[src/sv/tour_length_evaluator_macros.svh]
// Assertion helpers for the tour length evaluator.
`ifndef TOUR_LENGTH_EVALUATOR_MACROS_SVH
`define TOUR_LENGTH_EVALUATOR_MACROS_SVH

`ifndef SYNTHESIS
// Checked on i_clk, off while i_rst_n is low.
`define TLE_ASSERT(lbl, prop, msg) \
    lbl: assert property (@(posedge i_clk) disable iff (!i_rst_n) prop) else $error(msg);
// Checked on i_clk, also during reset.
`define TLE_ASSERT_ALWAYS(lbl, prop, msg) \
    lbl: assert property (@(posedge i_clk) prop) else $error(msg);
`else
`define TLE_ASSERT(lbl, prop, msg)
`define TLE_ASSERT_ALWAYS(lbl, prop, msg)
`endif

`endif

[src/sv/tle_pkg.sv]
package tle_pkg;

    localparam int unsigned MAX_CITIES_DEF  = 16;
    localparam int unsigned COORD_BITS_DEF  = 8;
    localparam int unsigned FRAC_BITS_DEF   = 8;
    localparam int unsigned CMD_DEPTH_DEF   = 4;

    localparam int unsigned CITY_W   = 4;
    localparam int unsigned COORD_W  = 8;
    localparam int unsigned LEN_W    = 21;
    localparam int unsigned LEGS_W   = 5;

    localparam logic [LEN_W-1:0]  SUM_MAX  = '1;
    localparam logic [LEGS_W-1:0] LEGS_MAX = '1;

    localparam logic MODE_LOAD = 1'b0;
    localparam logic MODE_TOUR = 1'b1;

    typedef struct packed {
        logic first;
        logic last;
    } t_leg_flags;

endpackage

[src/sv/tle_queue.sv]
module tle_queue #(
    parameter int unsigned WIDTH = 8,
    parameter int unsigned DEPTH = 4
) (
    input  logic             i_clk,
    input  logic             i_rst_n,
    input  logic             i_push,
    input  logic [WIDTH-1:0] i_data,
    output logic             o_full,
    input  logic             i_pop,
    output logic [WIDTH-1:0] o_data,
    output logic             o_empty
);
    localparam int unsigned PTR_W = $clog2(DEPTH);
    localparam int unsigned CNT_W = $clog2(DEPTH + 1);

    logic [WIDTH-1:0] r_mem [DEPTH];
    logic [PTR_W-1:0] r_wr_ptr;
    logic [PTR_W-1:0] r_rd_ptr;
    logic [CNT_W-1:0] r_count;
    logic             do_push;
    logic             do_pop;

    assign o_full  = (r_count == CNT_W'(DEPTH));
    assign o_empty = (r_count == '0);
    assign do_push = i_push && !o_full;
    assign do_pop  = i_pop && !o_empty;
    assign o_data  = r_mem[r_rd_ptr];

    always_ff @(posedge i_clk) begin
        if (do_push) begin
            r_mem[r_wr_ptr] <= i_data;
        end
    end

    always_ff @(posedge i_clk) begin
        if (!i_rst_n) begin
            r_wr_ptr <= '0;
            r_rd_ptr <= '0;
            r_count  <= '0;
        end else begin
            if (do_push) begin
                r_wr_ptr <= (r_wr_ptr == PTR_W'(DEPTH - 1)) ? '0 : r_wr_ptr + 1'b1;
            end
            if (do_pop) begin
                r_rd_ptr <= (r_rd_ptr == PTR_W'(DEPTH - 1)) ? '0 : r_rd_ptr + 1'b1;
            end
            if (do_push && !do_pop) begin
                r_count <= r_count + 1'b1;
            end else if (do_pop && !do_push) begin
                r_count <= r_count - 1'b1;
            end
        end
    end

endmodule

[src/sv/tle_front.sv]
module tle_front #(
    parameter int unsigned MAX_CITIES = 16,
    parameter int unsigned COORD_BITS = 8
) (
    input  logic                          i_clk,
    input  logic                          i_rst_n,
    input  logic                          i_push,
    output logic                          o_full,
    input  logic                          i_mode,
    input  logic [tle_pkg::CITY_W-1:0]    i_city,
    input  logic [tle_pkg::COORD_W-1:0]   i_coord_x,
    input  logic [tle_pkg::COORD_W-1:0]   i_coord_y,
    input  logic                          i_first_city,
    input  logic                          i_last_city,
    output logic                          o_cmd_push,
    input  logic                          i_cmd_full,
    output tle_pkg::t_leg_flags           o_cmd_flags,
    output logic [COORD_BITS-1:0]         o_cmd_dx,
    output logic [COORD_BITS-1:0]         o_cmd_dy
);
    import tle_pkg::*;

    localparam int unsigned IDX_W = $clog2(MAX_CITIES);

    logic [COORD_BITS-1:0] r_mem_x [MAX_CITIES];
    logic [COORD_BITS-1:0] r_mem_y [MAX_CITIES];

    logic                  r_rd_vld;
    t_leg_flags            r_rd_flags;
    logic [COORD_BITS-1:0] r_rd_x;
    logic [COORD_BITS-1:0] r_rd_y;
    logic [COORD_BITS-1:0] r_prev_x;
    logic [COORD_BITS-1:0] r_prev_y;

    logic [CITY_W-1:0]     city_mod;
    logic [IDX_W-1:0]      idx;
    logic [COORD_BITS-1:0] cx;
    logic [COORD_BITS-1:0] cy;
    logic                  accept;

    // city index wraps at MAX_CITIES; at most eight subtracts for a 4-bit index
    always_comb begin
        city_mod = i_city;
        for (int k = 0; k < 8; k++) begin
            if (32'(city_mod) >= MAX_CITIES) begin
                city_mod = city_mod - CITY_W'(MAX_CITIES);
            end
        end
    end

    assign idx    = IDX_W'(city_mod);
    assign cx     = COORD_BITS'(i_coord_x);
    assign cy     = COORD_BITS'(i_coord_y);
    assign o_full = r_rd_vld && i_cmd_full;
    assign accept = i_push && !o_full;

    assign o_cmd_push  = r_rd_vld && !i_cmd_full;
    assign o_cmd_flags = r_rd_flags;
    assign o_cmd_dx    = (r_rd_x >= r_prev_x) ? r_rd_x - r_prev_x : r_prev_x - r_rd_x;
    assign o_cmd_dy    = (r_rd_y >= r_prev_y) ? r_rd_y - r_prev_y : r_prev_y - r_rd_y;

    // coordinate table, read data registered
    always_ff @(posedge i_clk) begin
        if (accept && i_mode == MODE_LOAD) begin
            r_mem_x[idx] <= cx;
            r_mem_y[idx] <= cy;
        end
        if (accept && i_mode == MODE_TOUR) begin
            r_rd_x           <= r_mem_x[idx];
            r_rd_y           <= r_mem_y[idx];
            r_rd_flags.first <= i_first_city;
            r_rd_flags.last  <= i_last_city;
        end
    end

    always_ff @(posedge i_clk) begin
        if (!i_rst_n) begin
            r_rd_vld <= 1'b0;
            r_prev_x <= '0;
            r_prev_y <= '0;
        end else begin
            if (accept && i_mode == MODE_TOUR) begin
                r_rd_vld <= 1'b1;
            end else if (o_cmd_push) begin
                r_rd_vld <= 1'b0;
            end
            if (o_cmd_push) begin
                r_prev_x <= r_rd_x;
                r_prev_y <= r_rd_y;
            end
        end
    end

endmodule

[src/sv/tle_back.sv]
module tle_back #(
    parameter int unsigned COORD_BITS = 8,
    parameter int unsigned FRAC_BITS  = 8
) (
    input  logic                         i_clk,
    input  logic                         i_rst_n,
    input  logic                         i_cmd_empty,
    input  tle_pkg::t_leg_flags          i_cmd_flags,
    input  logic [COORD_BITS-1:0]        i_cmd_dx,
    input  logic [COORD_BITS-1:0]        i_cmd_dy,
    output logic                         o_cmd_pop,
    input  logic                         i_pop,
    output logic                         o_empty,
    output logic [tle_pkg::LEN_W-1:0]    o_tour_length,
    output logic [tle_pkg::LEGS_W-1:0]   o_leg_count
);
    import tle_pkg::*;

    `include "tour_length_evaluator_macros.svh"

    localparam int unsigned RAD_W      = 2 * COORD_BITS + 2;
    localparam int unsigned ROOT_STEPS = COORD_BITS + 1 + FRAC_BITS;
    localparam int unsigned ROOT_W     = ROOT_STEPS;
    localparam int unsigned REM_W      = ROOT_W + 2;
    localparam int unsigned ST_W       = $clog2(ROOT_STEPS);
    localparam int unsigned ACC_W      = ((ROOT_W > LEN_W) ? ROOT_W : LEN_W) + 1;

    typedef enum logic [2:0] {
        ST_IDLE,
        ST_SQX,
        ST_SQY,
        ST_ROOT,
        ST_ACC
    } t_state;

    t_state                  r_state;
    t_leg_flags              r_flags;
    logic [COORD_BITS-1:0]   r_dx;
    logic [COORD_BITS-1:0]   r_dy;
    logic [RAD_W-1:0]        r_rad;
    logic [ROOT_W-1:0]       r_root;
    logic [REM_W-1:0]        r_rem;
    logic [ST_W-1:0]         r_step;
    logic [LEN_W-1:0]        r_sum;
    logic [LEGS_W-1:0]       r_legs;
    logic                    r_out_vld;
    logic [LEN_W-1:0]        r_out_len;
    logic [LEGS_W-1:0]       r_out_legs;

    logic [COORD_BITS-1:0]   mul_a;
    logic [2*COORD_BITS-1:0] prod;
    logic [REM_W-1:0]        rem_sh;
    logic [REM_W-1:0]        trial;
    logic                    ge;
    logic [ACC_W-1:0]        acc;
    logic [LEN_W-1:0]        n_sum;
    logic [LEGS_W-1:0]       n_legs;
    logic                    out_busy;
    logic                    finish;

    assign o_cmd_pop     = (r_state == ST_IDLE) && !i_cmd_empty;
    assign o_empty       = !r_out_vld;
    assign o_tour_length = r_out_len;
    assign o_leg_count   = r_out_legs;

    assign mul_a = (r_state == ST_SQX) ? r_dx : r_dy;
    assign prod  = mul_a * mul_a;

    // restoring square root, one radicand bit pair per cycle
    assign rem_sh = {r_rem[REM_W-3:0], r_rad[RAD_W-1 -: 2]};
    assign trial  = {r_root, 2'b01};
    assign ge     = (rem_sh >= trial);

    assign acc      = ACC_W'(r_sum) + ACC_W'(r_root);
    assign out_busy = r_out_vld && !i_pop;
    assign finish   = (r_state == ST_ACC) && (!r_flags.last || !out_busy);

    always_comb begin
        if (r_flags.first) begin
            n_sum  = '0;
            n_legs = '0;
        end else begin
            n_sum  = (acc > ACC_W'(SUM_MAX)) ? SUM_MAX : LEN_W'(acc);
            n_legs = (r_legs == LEGS_MAX) ? r_legs : r_legs + 1'b1;
        end
    end

    always_ff @(posedge i_clk) begin
        if (!i_rst_n) begin
            r_state   <= ST_IDLE;
            r_sum     <= '0;
            r_legs    <= '0;
            r_out_vld <= 1'b0;
        end else begin
            // a new result may replace one popped in the same cycle
            if (finish && r_flags.last) begin
                r_out_vld <= 1'b1;
            end else if (i_pop && r_out_vld) begin
                r_out_vld <= 1'b0;
            end
            unique case (r_state)
                ST_IDLE: begin
                    if (!i_cmd_empty) begin
                        r_flags <= i_cmd_flags;
                        r_dx    <= i_cmd_dx;
                        r_dy    <= i_cmd_dy;
                        r_state <= i_cmd_flags.first ? ST_ACC : ST_SQX;
                    end
                end
                ST_SQX: begin
                    r_rad   <= RAD_W'(prod);
                    r_state <= ST_SQY;
                end
                ST_SQY: begin
                    r_rad   <= r_rad + RAD_W'(prod);
                    r_root  <= '0;
                    r_rem   <= '0;
                    r_step  <= ST_W'(ROOT_STEPS - 1);
                    r_state <= ST_ROOT;
                end
                ST_ROOT: begin
                    r_rad  <= r_rad << 2;
                    r_rem  <= ge ? rem_sh - trial : rem_sh;
                    r_root <= {r_root[ROOT_W-2:0], ge};
                    r_step <= r_step - 1'b1;
                    if (r_step == '0) begin
                        r_state <= ST_ACC;
                    end
                end
                ST_ACC: begin
                    if (finish) begin
                        r_sum   <= n_sum;
                        r_legs  <= n_legs;
                        r_state <= ST_IDLE;
                        if (r_flags.last) begin
                            r_out_len  <= n_sum;
                            r_out_legs <= n_legs;
                        end
                    end
                end
                default: r_state <= ST_IDLE;
            endcase
        end
    end

    `TLE_ASSERT(a_rem_bound, (r_state == ST_ROOT) |-> (r_rem <= {r_root, 1'b0}), "sqrt remainder")
    `TLE_ASSERT(a_first_clears, finish && r_flags.first |=> {r_sum, r_legs} == '0, "not cleared")
    `TLE_ASSERT(a_sum_grows, finish && !r_flags.first |=> r_sum >= $past(r_sum), "sum shrank")
    `TLE_ASSERT(a_legs_grow, finish && !r_flags.first |=> r_legs >= $past(r_legs), "legs shrank")
    `TLE_ASSERT(a_res_load, finish && r_flags.last |=> r_out_vld && r_out_len == r_sum, "no result")

endmodule

[src/sv/tour_length_evaluator.sv]
// Tour length evaluator. Load items (mode 0) write one city's coordinates into a
// MAX_CITIES-entry table; tour items (mode 1) name cities in visiting order. A tour
// item flagged first_city clears the sum and leg count; every other tour item adds
// the truncated Euclidean distance to the previous tour city, FRAC_BITS fraction
// bits, into a saturating 21-bit sum. A tour item flagged last_city produces one
// result (sum and leg count) after its own leg. A city must be loaded before a tour
// names it. A tour leg passes through the distance engine in order: squaring of dx
// and then dy on one shared multiplier, the bit-pair square root, then the
// accumulate step and a return to idle to take the next leg; a first-city item goes
// from idle straight to accumulate. The front end reads the table and forms the
// coordinate deltas, and a CMD_DEPTH-entry queue lets it keep accepting while legs
// are being measured.
module tour_length_evaluator #(
    parameter int unsigned MAX_CITIES = tle_pkg::MAX_CITIES_DEF,
    parameter int unsigned COORD_BITS = tle_pkg::COORD_BITS_DEF,
    parameter int unsigned FRAC_BITS  = tle_pkg::FRAC_BITS_DEF,
    parameter int unsigned CMD_DEPTH  = tle_pkg::CMD_DEPTH_DEF
) (
    input  logic                         i_clk,
    input  logic                         i_rst_n,
    input  logic                         push,
    output logic                         full,
    input  logic                         i_mode,
    input  logic [tle_pkg::CITY_W-1:0]   i_city,
    input  logic [tle_pkg::COORD_W-1:0]  i_coord_x,
    input  logic [tle_pkg::COORD_W-1:0]  i_coord_y,
    input  logic                         i_first_city,
    input  logic                         i_last_city,
    output logic                         empty,
    input  logic                         pop,
    output logic [tle_pkg::LEN_W-1:0]    o_tour_length,
    output logic [tle_pkg::LEGS_W-1:0]   o_leg_count
);
    import tle_pkg::*;

    localparam int unsigned FLAGS_W = $bits(t_leg_flags);
    localparam int unsigned CMD_W   = FLAGS_W + 2 * COORD_BITS;

    logic                  cmd_push;
    logic                  cmd_full;
    logic                  cmd_pop;
    logic                  cmd_empty;
    t_leg_flags            fr_flags;
    logic [COORD_BITS-1:0] fr_dx;
    logic [COORD_BITS-1:0] fr_dy;
    logic [CMD_W-1:0]      q_in;
    logic [CMD_W-1:0]      q_out;
    t_leg_flags            bk_flags;
    logic [COORD_BITS-1:0] bk_dx;
    logic [COORD_BITS-1:0] bk_dy;

    assign q_in = {fr_flags, fr_dx, fr_dy};
    assign {bk_flags, bk_dx, bk_dy} = q_out;

    tle_front #(
        .MAX_CITIES (MAX_CITIES),
        .COORD_BITS (COORD_BITS)
    ) u_front (
        .i_clk        (i_clk),
        .i_rst_n      (i_rst_n),
        .i_push       (push),
        .o_full       (full),
        .i_mode       (i_mode),
        .i_city       (i_city),
        .i_coord_x    (i_coord_x),
        .i_coord_y    (i_coord_y),
        .i_first_city (i_first_city),
        .i_last_city  (i_last_city),
        .o_cmd_push   (cmd_push),
        .i_cmd_full   (cmd_full),
        .o_cmd_flags  (fr_flags),
        .o_cmd_dx     (fr_dx),
        .o_cmd_dy     (fr_dy)
    );

    tle_queue #(
        .WIDTH (CMD_W),
        .DEPTH (CMD_DEPTH)
    ) u_queue (
        .i_clk   (i_clk),
        .i_rst_n (i_rst_n),
        .i_push  (cmd_push),
        .i_data  (q_in),
        .o_full  (cmd_full),
        .i_pop   (cmd_pop),
        .o_data  (q_out),
        .o_empty (cmd_empty)
    );

    tle_back #(
        .COORD_BITS (COORD_BITS),
        .FRAC_BITS  (FRAC_BITS)
    ) u_back (
        .i_clk         (i_clk),
        .i_rst_n       (i_rst_n),
        .i_cmd_empty   (cmd_empty),
        .i_cmd_flags   (bk_flags),
        .i_cmd_dx      (bk_dx),
        .i_cmd_dy      (bk_dy),
        .o_cmd_pop     (cmd_pop),
        .i_pop         (pop),
        .o_empty       (empty),
        .o_tour_length (o_tour_length),
        .o_leg_count   (o_leg_count)
    );

endmodule

[config.mk]
export PLATFORM = sky130hd
export DESIGN_NAME = tour_length_evaluator
export DESIGN_NICKNAME = d
export VERILOG_FILES = /design/src/sv/tle_pkg.sv /design/src/sv/tle_queue.sv /design/src/sv/tle_front.sv /design/src/sv/tle_back.sv /design/src/sv/tour_length_evaluator.sv
export VERILOG_INCLUDE_DIRS = /design/src /design/src/sv
export SDC_FILE = /design/constraint.sdc
export NUM_CORES = 1
export LEC_CHECK = 0
export ABC_AREA = 1
export BUFFER_PORTS_ARGS = -buffer_cell sky130_fd_sc_hd__buf_4
export CAP_MARGIN = 20
export CORE_AREA = 8 8 186 232
export CTS_CLUSTER_DIAMETER = 40
export DETAILED_ROUTE_END_ITERATION = 8
export DIE_AREA = 0 0 194 240
export HOLD_SLACK_MARGIN = 0.1
export PLACE_DENSITY = 0.81
export SLEW_MARGIN = 25
export SYNTH_ARGS = -nofsm -noshare
export SYNTH_HDL_FRONTEND = slang
export SYNTH_SLANG_ARGS = --single-unit
[constraint.sdc]
create_clock -name i_clk -period 14.1 [get_ports i_clk]
set_input_delay 1.41 -clock i_clk [delete_from_list [all_inputs] [get_ports i_clk]]
set_output_delay 1.41 -clock i_clk [all_outputs]
set_load 0.05 [all_outputs]
[Word level (Yosys, flattened, before mapping)]
Memories as Yosys holds them, arrays and structs flattened. A register that Yosys moved wholly into a read port is not among the register bits.
Cells that the tools add are included.
Storage, ports and cells
  bits in registers: 157
  bits in writable memories: 328
  word-level logic and storage cells: 125
  input bits: 27
  bits in read-only memories: 0
  latch bits: 0
  output and inout port bits: 28
  memories kept: 3
Memories
  u_front.r_mem_x: depth 16, width 8, read ports 1, clocked after memory_dff 1, wr ports 1, line tle_front.sv:25  | logic [COORD_BITS-1:0] r_mem_x [MAX_CITIES];
  u_front.r_mem_y: depth 16, width 8, read ports 1, clocked after memory_dff 1, wr ports 1, line tle_front.sv:26  | logic [COORD_BITS-1:0] r_mem_y [MAX_CITIES];
  u_queue.r_mem: depth 4, width 18, read ports 1, clocked after memory_dff 1, wr ports 1, line tle_queue.sv:17  | logic [WIDTH-1:0] r_mem [DEPTH];
Operators by class
  shift-type cells: 0
  eq/ne operators: 11
  div/mod/pow operators: 0
  muxes and demuxes: 31
  $lt $le $gt $ge: 4
  reductions and logical operators: 38
  add/subtract/negate cells: 13
  multiply operators: 1
  bitwise operators: 2
Operator list (number)
  $pmux W17 S2: 2
  $pmux W18 S3: 1
  $mux W21: 2
  $sub A8 B8 Y8: 4
  $mux W8: 3
  $add A21 B17 Y22: 1
  $gt A22 B21 Y1 const B: 1
  $ge A19 B19 Y1: 1
  $add A18 B16 Y18: 1
  $mux W3: 6
  $mux W17: 1
  $sub A17 B17 Y17: 1
  $ge A8 B8 Y1: 2
  $mul A8 B8 Y16: 1
  $pmux W3 S5: 1
  $logic_and A1 B1 Y1: 14
  $mux W5: 2
  $pmux W5 S2: 1
  $logic_not A1 Y1: 9
  $mux W1: 8
  $mux W2: 4
  $reduce_bool A2 Y1: 4
  $eq A3 B2 Y1 const B: 2
  $eq A3 B3 Y1 const B: 2
  other kinds (18): 26

[Depth between registers and ports, before layout]
Gate-level depths: netlist of run 1.
  depth after elaboration: 8
  gate-level depth with buffers: 36
  depth with buffers taken out: 35

[Hierarchy]
From an unflattened synthesis of run 1, not the netlist that was laid out.
Unflattened totals
  cells, all modules: 2881
  area, all modules: 26482.9 um^2
By module, submodules not included
  tle_front: instances 1, sequential area each 8568.2 um^2, cells an instance 1264, area an instance 13033.8 um^2
  tle_back: instances 1, sequential area each 3633.5 um^2, cells an instance 1371, area an instance 10241.1 um^2
  tle_queue: instances 1, sequential area each 2342.2 um^2, cells an instance 246, area an instance 3208.1 um^2

[Worst setup path after synthesis of run 1]
Ideal clock, no wire load.
  path type: register to register
  start point: reg u_back.r_state[2]
  end point: reg u_back.r_rad[17], data pin
  path slack: 8.289 ns
  setup time: 0.260 ns
  required time: 13.840 ns
  path buffers: 1
  clock period less this slack: 5.811 ns
  cell stages (with the launch flop): 34
  arrival time: 5.550 ns
  path through: dfxtp_1 -> nor3_2 -> inv_2 -> buf_4 -> o21ai_2 -> inv_1 -> nor2_1 -> inv_1 -> fa_1 -> inv_1 -> fa_1 -> inv_1 -> fa_1 -> fa_1 -> inv_1 -> ha_1 -> nand2_1 -> inv_1 -> nand2_1 -> nand3_1 -> nand2_1 -> nand2_1 -> or2_2 -> and2_1 -> ha_1 -> nand2_1 -> inv_1 -> nand3_1 -> nor2_1 -> nand4_1 -> nand3_1 -> nand2_1 -> nand2_1 -> o21ai_0
Between the ends
  cells in the longest elaborated chain, start to end: 5
  elaborated cells between the ends (all ways): 7
  classes of those cells: 1 x add/sub; 1 x mul; 3 x eq/ne; 2 x mux
Ends and longest elaborated chain
  start, declared: line tle_back.sv:36  | t_state r_state;
  start signal, assigned: line tle_back.sv:107  | r_state <= i_cmd_flags.first ? ST_ACC : ST_SQX;
  $eq A3 B1 Y1: line tle_back.sv:66, tle_back.sv:101
  $mux W8: line tle_back.sv:66  | assign mul_a = (r_state == ST_SQX) ? r_dx : r_dy;
  $mul A8 B8 Y16: line tle_back.sv:67  | assign prod = mul_a * mul_a;
  $add A18 B16 Y18: line tle_back.sv:115  | r_rad <= r_rad + RAD_W'(prod);
  $pmux W18 S3 (*): line tle_back.sv:101  | unique case (r_state)
  end signal, assigned: line tle_back.sv:111  | r_rad <= RAD_W'(prod);
  end signal, assigned: line tle_back.sv:115
  end signal, assigned: line tle_back.sv:122  | r_rad <= r_rad << 2;
  end, declared: line tle_back.sv:40  | logic [RAD_W-1:0] r_rad;
Every way passes the cells marked *; elsewhere a longest branch is shown, timed or not.
A chain may end at the register's enable or synchronous reset.

[Final worst setup path of run 1]
Ends and elaborated chain as after synthesis.

==> results of run 1 <==
Yosys cell counts (3+ instances only):
library cell	n	area, um^2
a211oi_1	4	30.03
a21o_1	6	45.04
a21oi_1	203	1016
a21oi_2	4	35.03
a22oi_1	122	915.9
a22oi_2	6	75.07
buf_1	12	45.04
buf_2	22	110.1
buf_6	11	123.9
clkbuf_1	36	135.1
dfxtp_1	56	1121
edfxtp_1	447	13420
fa_1	31	620.6
ha_1	118	1476
inv_1	287	1077
inv_2	10	37.54
nand2_1	393	1475
nand2_2	10	62.56
nand3_1	97	485.5
nand3_2	5	50.05
nand3b_1	7	52.55
nand4_1	13	81.33
nor2_1	221	829.6
nor2_2	8	50.05
nor3_1	7	35.03
o211ai_1	6	45.04
o21ai_0	134	670.6
o21ai_1	10	50.05
o21ai_2	4	35.03
o21bai_1	3	22.52
o221ai_1	8	70.07
o22ai_1	17	106.4
or2_0	17	106.4
or2_2	7	43.79
or3_1	16	100.1
xnor2_1	22	192.7
xor2_1	25	219.0
registers in the layout, indices dropped and copies added, names as in the netlist, 17 cells and up, named ones only:
signal / count
u_front.r_mem_x: 128
u_back.r_sum: 21
u_front.r_mem_y: 128
u_back.r_root: 17
u_back.o_tour_length: 21
u_back.r_rem: 17
u_back.r_rad: 18
u_queue.r_mem: 72
metal layers:
layer | track usage, % | wire (um) | vias to the layer above
met2 | 46.54 | 31050 | 690
met1 | 26.25 | 21470 | 8691
met3 | 3.416 | 3143 | 181
met4 | 12.89 | 2564 | 0
li1 | - | - | 8571
met5 | 0 | 0 | -
worst max-delay path: cells and delay by family, from the launching register on:
family,cells,cell delay [ns]
AO/OA/AOI/OAI,2,0.40
adder cells (fa/ha/maj),6,2.67
buffers and inverters,8,0.68
flip-flops,1,0.38
AND/OR/NAND/NOR,16,2.08
cells by family after synthesis:
family	synth area share [%]
compound gates	12.66
xor+xnor	1.627
fa+ha+maj	8.291
buf+inv	6.198
flops	57.50
mux	0.07915
simple gates	13.64
worst paths after layout:
check | start | end | slack (ns) | cells past startpoint
setup / recovery | u_back.r_state[2] | u_back.r_rad[17] | 7.64 | 32
hold / removal | u_front.r_prev_x[7] | u_front.r_prev_x[7] | 0.46 | 2
setup reg to reg | u_back.r_state[2] | u_back.r_rad[17] | 7.64 | 32
hold reg to reg | u_front.r_prev_x[7] | u_front.r_prev_x[7] | 0.46 | 2
through the flow:
| step | cell area, um^2 | util [%] |
|---|---|---|
| final | 28100 | 70.95 |
| after global placement | 26160 | 66.06 |
| after detailed placement | 26170 | 66.07 |
| after global routing | 28100 | 70.95 |
| after floorplan | 25290 | - |
| after CTS | 28070 | 70.88 |
area by class of cell:
cell class | instances | area, um^2
well taps | 504 | 630.6
repair buffers | 88 | 680.7
clock buffers | 70 | 1516
multi-input cells | 1542 | 9224
inverters | 298 | 1119
fillers | 2723 | 11500
flip-flops and latches | 503 | 14540
clock inverters | 38 | 385.4
==> results.cfg, run 1 <==
[routing]
routedWlPerCell_um = 19.13
wirelength_um = 58230
dr_total_vias = 18133
antenna_left = 0
first_iter_violations = 1313
drc_errors = 0
via_per_inst = 5.959
first_pass_iters = 5

[clock_tree]
cts_tree = done
clk_latency_ns = 0.62
numCtsBuffers = 58
cts-resized-gates = 0
ctsHoldBuffers = 0
cts.clk_slew.worst_paths_ns = 0.07
clock-sinks = 503
cts_setup_buffers = 0
h-tree-depth = 2
root_buffer = clkbuf_16
clk_path_buf_depth = 3

[timing]
finalSetupViolCount = 0
period_share_pct = 45.79
tns_ns = 0
final_hold_viol_count = 0
fmax_mhz = 154.9
fin_ws_ns = 7.644
slew_headroom_pct = 36.33
fin_crit_ns = 6.456
holdWs_ns = 0.4567
clock_skew_ns = 0.02187
worst_pin_slew_ns = 0.9527
grt_setup_unrepaired = no
finalMaxSlewViolations = 0

[setup_path]
cpMostUsedCell = nand2_1
slowest_stage = fa_1
cp-end-kind = flop
crit_type = flop to flop
path_max_fanout = 16
cp_slowest_stage_delay_ns = 0.54
cp.required_ns = 14.47
cp.arrival_ns = 6.82
cp-start-kind = flop

[placed_design]
pre_cts_slack_ns = 7.637
dp_cells = 2934
place_congestion = 0.8856
hpwl_um = 38700
port-buffer-count = 54

[logic_synthesis]
ys.flop_type = edfxtp_1
ys_warn_count = 0
async_flop_share_pct = 0
syn_nets = 2603
yosysUniqueCellTypes = 55
synth_enable_flop_cells = 447
postSynthCellCount = 2427
ys_ff_latch = 503
syn_area_per_cell_um2 = 10.42
syn-cell-area_mm2 = 0.02529
seq_area_frac_synth_pct = 57.50

[layout]
final_cell_mix = 447 x edfxtp_1, 393 x nand2_1, 287 x inv_1
syn_to_final_growth_pct = 11.10
stdcell_count = 3043
nNetsFinal = 2667
diodes = 0
drive_above_1_share_pct = 9.768
layout_commonest_cell = edfxtp_1

[floorplanning]
ios = 55
die_h_um = 240
initial_core_util_pct = 63.87
die_x_um = 194
rows = 82
dieArea_mm2 = 0.04656
coreArea_mm2 = 0.03960

[grt]
antenna_found_initial = 0
grt_max_degree = 66
grt_usage_pct = 24.52
overflow = 0
grt_pass1_vias = 18333
grt_pass1_wl_um = 91780

[run_status]
status = completed

[min_path]
worstHoldPathType = flop to flop

[run]
drv_cap = 0
Power of run 1 is not shown: default switching activity piles up to over one toggle a cycle in this logic, so the estimate is an artifact.
==> run 2: changes to the inputs <==
ABC_AREA = 0   (was 1)
CORE_AREA = 8 8 194 242   (was 8 8 186 232)
DIE_AREA = 0 0 202 250   (was 0 0 194 240)
PLACE_DENSITY = 0.76   (was 0.81)
clock period = 5.4 ns   (was 14.1 ns; I/O delays follow)
==> run 2 against run 1 <==
The run now ends with setup timing left. Sequential share of layout area is 0.32 points lower. Maximum frequency increased by 4.6%. Synthesized cell count shrank 28%. Non-clock buffer count is 80 higher. Final cell count fell by 18%. Register-to-register slack got worse by 8.4 ns. Via count fell by 20%. Critical path depth shrank 5. Global-route usage shrank 4.6 points. Cell area increased by 0.64%. Clock skew rose by 0.015 ns.
==> results.cfg, run 2 <==
[grt]
grt_pass1_wl_um = 80140
grt_usage_pct = 19.96
overflow = 0
grt_pass1_vias = 15206
antenna_found_initial = 0
grt_max_degree = 69

[layout]
fillers = 2857
diodes = 0
ff_latch_area_mm2 = 0.01455
layout_commonest_cell = edfxtp_1
syn_to_final_growth_pct = 17.07
stdcell_area_mm2 = 0.02828
reg.largest.list = u_front.r_mem_x: 128 flops, u_front.r_mem_y: 128 flops, u_queue.r_mem: 72 flops
final_cell_mix = 447 x edfxtp_1, 152 x buf_4, 146 x nor2_1
nNetsFinal = 2070
multi_input_area_mm2 = 0.009428
drive_above_1_share_pct = 23.49

[timing]
worst_pin_slew_ns = 1.017
finalSetupViolCount = 10
clock_skew_ns = 0.03726
period_share_pct = 114.3
fin_ws_ns = -0.7706
grt_setup_unrepaired = yes
final_hold_viol_count = 0
fmax_mhz = 162.1
finalMaxSlewViolations = 0
fin_crit_ns = 6.171
slew_headroom_pct = 32.19

[placed_design]
place_congestion = 0.8505
hpwl_um = 32700
place_area_mm2 = 0.02593
port-buffer-count = 54

[logic_synthesis]
ys.flop_type = edfxtp_1
synth_top_cell_area_share_pct = 55.57
yosys.cell_count.top_type = edfxtp_1
syn-cell-area_mm2 = 0.02416
yosys-top-cells-count = 447 x edfxtp_1, 163 x nor2_1, 118 x ha_1, 118 x inv_1, 116 x nand2_1
synth_area_leader_cell = edfxtp_1
postSynthCellCount = 1740
yosys-top-cells-area = edfxtp_1 56%, mux4_2 9.1%, ha_1 6.1%
ys_warn_count = 0
ys_ff_latch = 503
syn_area_per_cell_um2 = 13.88
async_flop_share_pct = 0
seq_area_frac_synth_pct = 60.21
yosysUniqueCellTypes = 70
syn_nets = 1916
synth_enable_flop_cells = 447

[clock_tree]
root_buffer = clkbuf_16
numCtsBuffers = 54
clk_latency_ns = 0.61
cts_tree = done
clk_path_buf_depth = 3
clock-sinks = 503
cts.clk_slew.worst_paths_ns = 0.07
h-tree-depth = 2

[routing]
dr_total_vias = 14504
wirelength_um = 51020
antenna_left = 0
first_iter_violations = 930
via_per_inst = 5.806
routedWlPerCell_um = 20.43
first_pass_iters = 5
drc_errors = 0

[floorplanning]
rows = 85
ios = 55
die_h_um = 250
coreArea_mm2 = 0.04286
die_x_um = 202
initial_core_util_pct = 56.36
dieArea_mm2 = 0.05050

[setup_path]
cp-start-kind = flop
cp_slowest_stage_delay_ns = 0.52
cp_top_family = adder cells
crit_type = flop to flop
slowest_stage = fa_1
regToRegSetupSlack_ns = -0.77
cp-end-kind = flop
path_max_fanout = 8
cp.required_ns = 5.73
cp.arrival_ns = 6.51
worst-path-buf-inv = 5

[run]
drv_cap = 0

[run_status]
violations = setup timing
status = complete, but fails checks

[min_path]
worstHoldPathType = primary input to flop
run 2: cell count changes after synthesis, sizes merged, moves of 22 or more:
cell / delta
o21ai: -86
a21oi: -113
nand2: -289
buf: -29
mux4: +98
nand2b: +22
xnor2: +26
a21o: +23
nor3: +24
nor2: -66
inv: -178
a22oi: -127
nand3: -76
run 2: area by class of cell:
type,count,share of cell area (%)
multi-input cells,1047,33.34
repair buffers,168,4.756
flip-flops and latches,503,51.44
inverters,120,1.593
well taps,565,2.500
clock buffers,66,5.159
clock inverters,29,1.212
run 2: per-stage QoR:
step | std cells | setup WS [ns] | hold WS [ns] | util, % | setup TNS [ns]
after detailed placement | 2381 | -0.8207 | 0.4533 | 60.50 | -5.963
final | 2498 | -0.7706 | 0.2212 | 65.98 | -5.317
after floorplan | 1740 | -0.5610 | 0.4315 | - | -2.406
after global placement | 2381 | -0.6786 | 0.4420 | 60.47 | -4.527
after CTS | 2489 | -0.5663 | 0.1840 | 65.56 | -3.405
after global routing | 2498 | -1.006 | 0.1964 | 65.98 | -7.826
run 2: cell families (layout without fill, tap and decap cells):
family	Yosys count	count (layout)	synth area share, %
buffers and inverters	190	383	3.025
AND/OR/NAND/NOR	418	418	7.754
multiplexers	124	124	10.26
XOR/XNOR	71	71	2.574
AO/OA/AOI/OAI	285	285	7.500
adder cells (fa/ha/maj)	149	149	8.681
flip-flops	503	503	60.21
run 2: layer usage:
| layer | vias up | wire, um | track usage [%] |
|---|---|---|---|
| met3 | 110 | 2271 | 3.124 |
| li1 | 6803 | - | - |
| met5 | - | 0 | 0 |
| met1 | 7191 | 19480 | 22.75 |
| met4 | 0 | 1408 | 7.064 |
| met2 | 400 | 27870 | 37.24 |
run 2: path summary, 6_finish.rpt:
kind / from / end / depth (start not counted)
setup / recovery: u_back.r_state[1] / u_back.r_rad[12] / 27
hold / removal: i_coord_y[2] / u_front.r_mem_y[9][2] / 1
setup reg to reg: u_back.r_state[1] / u_back.r_rad[12] / 27
hold reg to reg: u_back.r_sum[8] / u_back.r_sum[8] / 2
run 2: repair_timing:
| item | in CTS | in global routing |
|---|---|---|
| pin swaps | 38 | 15 |
| hold endpoints to repair | 2 | 0 |
| gates resized for setup | 49 | 22 |
| hold buffers | 2 | 0 |
| setup buffers | 11 | 8 |
| endpoints found under the setup margin | 10 | 10 |
run 2: worst register-to-register path, cell delays in order, from the launching register on:
cell	delay (ns)
dfxtp_2	0.33
nor3b_4	0.23
buf_12	0.20
mux2i_4	0.30
buf_6	0.14
nor2_4	0.03
fa_1	0.52
xnor2_2	0.17
xnor2_2	0.14
fa_1	0.47
inv_1	0.05
fa_1	0.49
inv_2	0.05
ha_4	0.26
o21a_1	0.11
o31a_1	0.25
o21a_1	0.16
nor2_1	0.04
xnor2_1	0.30
ha_1	0.31
a21o_1	0.19
a21o_1	0.21
a221oi_4	0.34
buf_4	0.17
xor2_1	0.16
nor2_1	0.06
a211oi_2	0.16
nor2_1	0.06
Power of run 2 is left out for the same reason.
==> run 3: changes to the inputs <==
CORE_AREA = 8 8 214 268   (was 8 8 194 242)
DIE_AREA = 0 0 222 276   (was 0 0 202 250)
PLACE_DENSITY = not set   (was 0.76)
==> run 3 against run 2 <==
Global-route usage fell by 3.5 points. Die area rose by 21%. Worst hold slack got worse by 0.044 ns. Final cell count rose by 5.9%. Worst setup slack improved by 0.13 ns. Critical path depth did not move. Cell area rose by 3.1%. Clock skew fell by 0.015 ns. Non-clock buffer count rose by 6. The run still ends with setup timing left. Utilization fell by 11 points.
==> results.cfg, run 3 (synthesized netlist as in run 2, its figures left out) <==
[run_status]
status = complete, but fails checks
violations = setup timing

[routing]
first_iter_violations = 797
wirelength_um = 50710
drc_errors = 0
dr_total_vias = 14337
antenna_left = 0
via_per_inst = 5.420
routedWlPerCell_um = 19.17
first_pass_iters = 5

[setup_path]
cp-start-kind = flop
path_max_fanout = 8
cp.arrival_ns = 6.38
cp_slowest_stage_delay_ns = 0.53
r2r_start = u_back.r_state[1]
crit_type = flop to flop
cp-end-kind = flop
cp.required_ns = 5.75
crit_start = u_back.r_state[1]
slowest_stage = fa_1
cp_top_family = adder cells
worst-path-buf-inv = 6
cpMostUsedCell = fa_1

[placed_design]
place_area_mm2 = 0.02611
port-buffer-count = 54
hpwl_um = 34180
place_congestion = 0.8281

[timing]
fmax_mhz = 165.6
clock_skew_ns = 0.02245
final_hold_viol_count = 0
fin_crit_ns = 6.037
finalMaxSlewViolations = 0
tns_ns = -3.909
grt_setup_unrepaired = yes
fin_ws_ns = -0.6372
period_share_pct = 111.8
slew_headroom_pct = 32.91
worst_pin_slew_ns = 1.004
finalSetupViolCount = 9

[clock_tree]
clk_path_buf_depth = 3
clk_latency_ns = 0.59
cts_tree = done
clock-sinks = 503
ctsHoldBuffers = 0
root_buffer = clkbuf_16
h-tree-depth = 3
numCtsBuffers = 67
cts.clk_slew.worst_paths_ns = 0.06

[min_path]
hp-start = i_first_city
worstHoldPathType = primary input to flop

[grt]
overflow = 0
grt_pass1_wl_um = 80700
grt_max_degree = 69
antenna_found_initial = 0
grt_pass1_vias = 15095
grt_usage_pct = 16.46

[layout]
reg.largest.list = u_front.r_mem_x: 128 flops, u_front.r_mem_y: 128 flops, u_queue.r_mem: 72 flops
final_cell_mix = 447 x edfxtp_1, 158 x buf_4, 140 x nor2_1
diodes = 0
syn_to_final_growth_pct = 20.67
stdcell_area_mm2 = 0.02915
layout_commonest_cell = edfxtp_1
drive_above_1_share_pct = 25.99
nNetsFinal = 2089

[floorplanning]
die_h_um = 276
initial_core_util_pct = 45.46
rows = 95
die_x_um = 222
ios = 55
coreArea_mm2 = 0.05313
dieArea_mm2 = 0.06127

[run]
drv_cap = 0
-- run 3: changes by cell type in the layout (fill, tap and decap cells not counted), sizes merged --
cell	change
clkinvlp	-4
inv	-1
dlygate4sd3	-2
clkbuf	+18
clkinv	+8
buf	+8
bufinv	+6
-- run 3: through the flow --
step	utilization (%)	hold slack, ns	std cells	setup WS (ns)
2_1_floorplan	-	0.4315	1740	-0.5610
3_3_place_gp	49.08	0.4426	2498	-0.6515
3_5_place_dp	49.14	0.4467	2499	-0.8112
4_1_cts	54.34	0.1323	2635	-0.6492
5_1_grt	54.86	0.1482	2645	-0.8993
6_report	54.86	0.1773	2645	-0.6372
-- run 3: path summary, 6_finish.rpt --
check                      endpoint  slack, ns  cells after the start
min          u_front.o_cmd_flags[1]       0.18                      1
min reg2reg     u_front.r_prev_y[7]       0.45                      2
max reg2reg        u_back.r_rad[17]      -0.64                     27
max                u_back.r_rad[17]      -0.64                     27
-- run 3: cell type report --
cell class	instances	area (um^2)
Sequential cell	503	14550
Clock buffer	84	1823
Tap cell	679	849.6
Timing Repair Buffer	174	1404
Fill cell	4289	23980
Clock inverter	38	555.5
Multi-Input combinational cell	1047	9519
Inverter	120	450.4
-- run 3: per-layer routing --
| layer | track usage (%) | vias up | share of wire [%] | wire [um] |
|---|---|---|---|---|
| met2 | 31.50 | 207 | 55 | 27720 |
| met1 | 18.20 | 7211 | 40 | 20300 |
| met5 | 0 | - | 0 | 0 |
| met4 | 5.326 | 0 | 2.0 | 1019 |
| met3 | 2.860 | 85 | 3.3 | 1673 |
| li1 | - | 6834 | - | - |
-- run 3: timing repair --
item | CTS | global route
buffers inserted | 14 | 10
gates resized for setup | 61 | 39
pin swaps | 39 | 34
setup endpoints to repair | 11 | 11
-- run 3: worst reg2reg max path: cells and delay by family, from the launching register on --
family / cells / cell delay, ns
adders and majority gates: 6 / 2.65
and+or+nand+nor: 6 / 0.77
AOI/OAI and AO/OA: 6 / 0.77
buffers and inverters: 6 / 0.66
xor gates and xnor gates: 2 / 0.37
DFF: 1 / 0.33
muxes: 1 / 0.26
Power of run 3 is left out for the same reason.
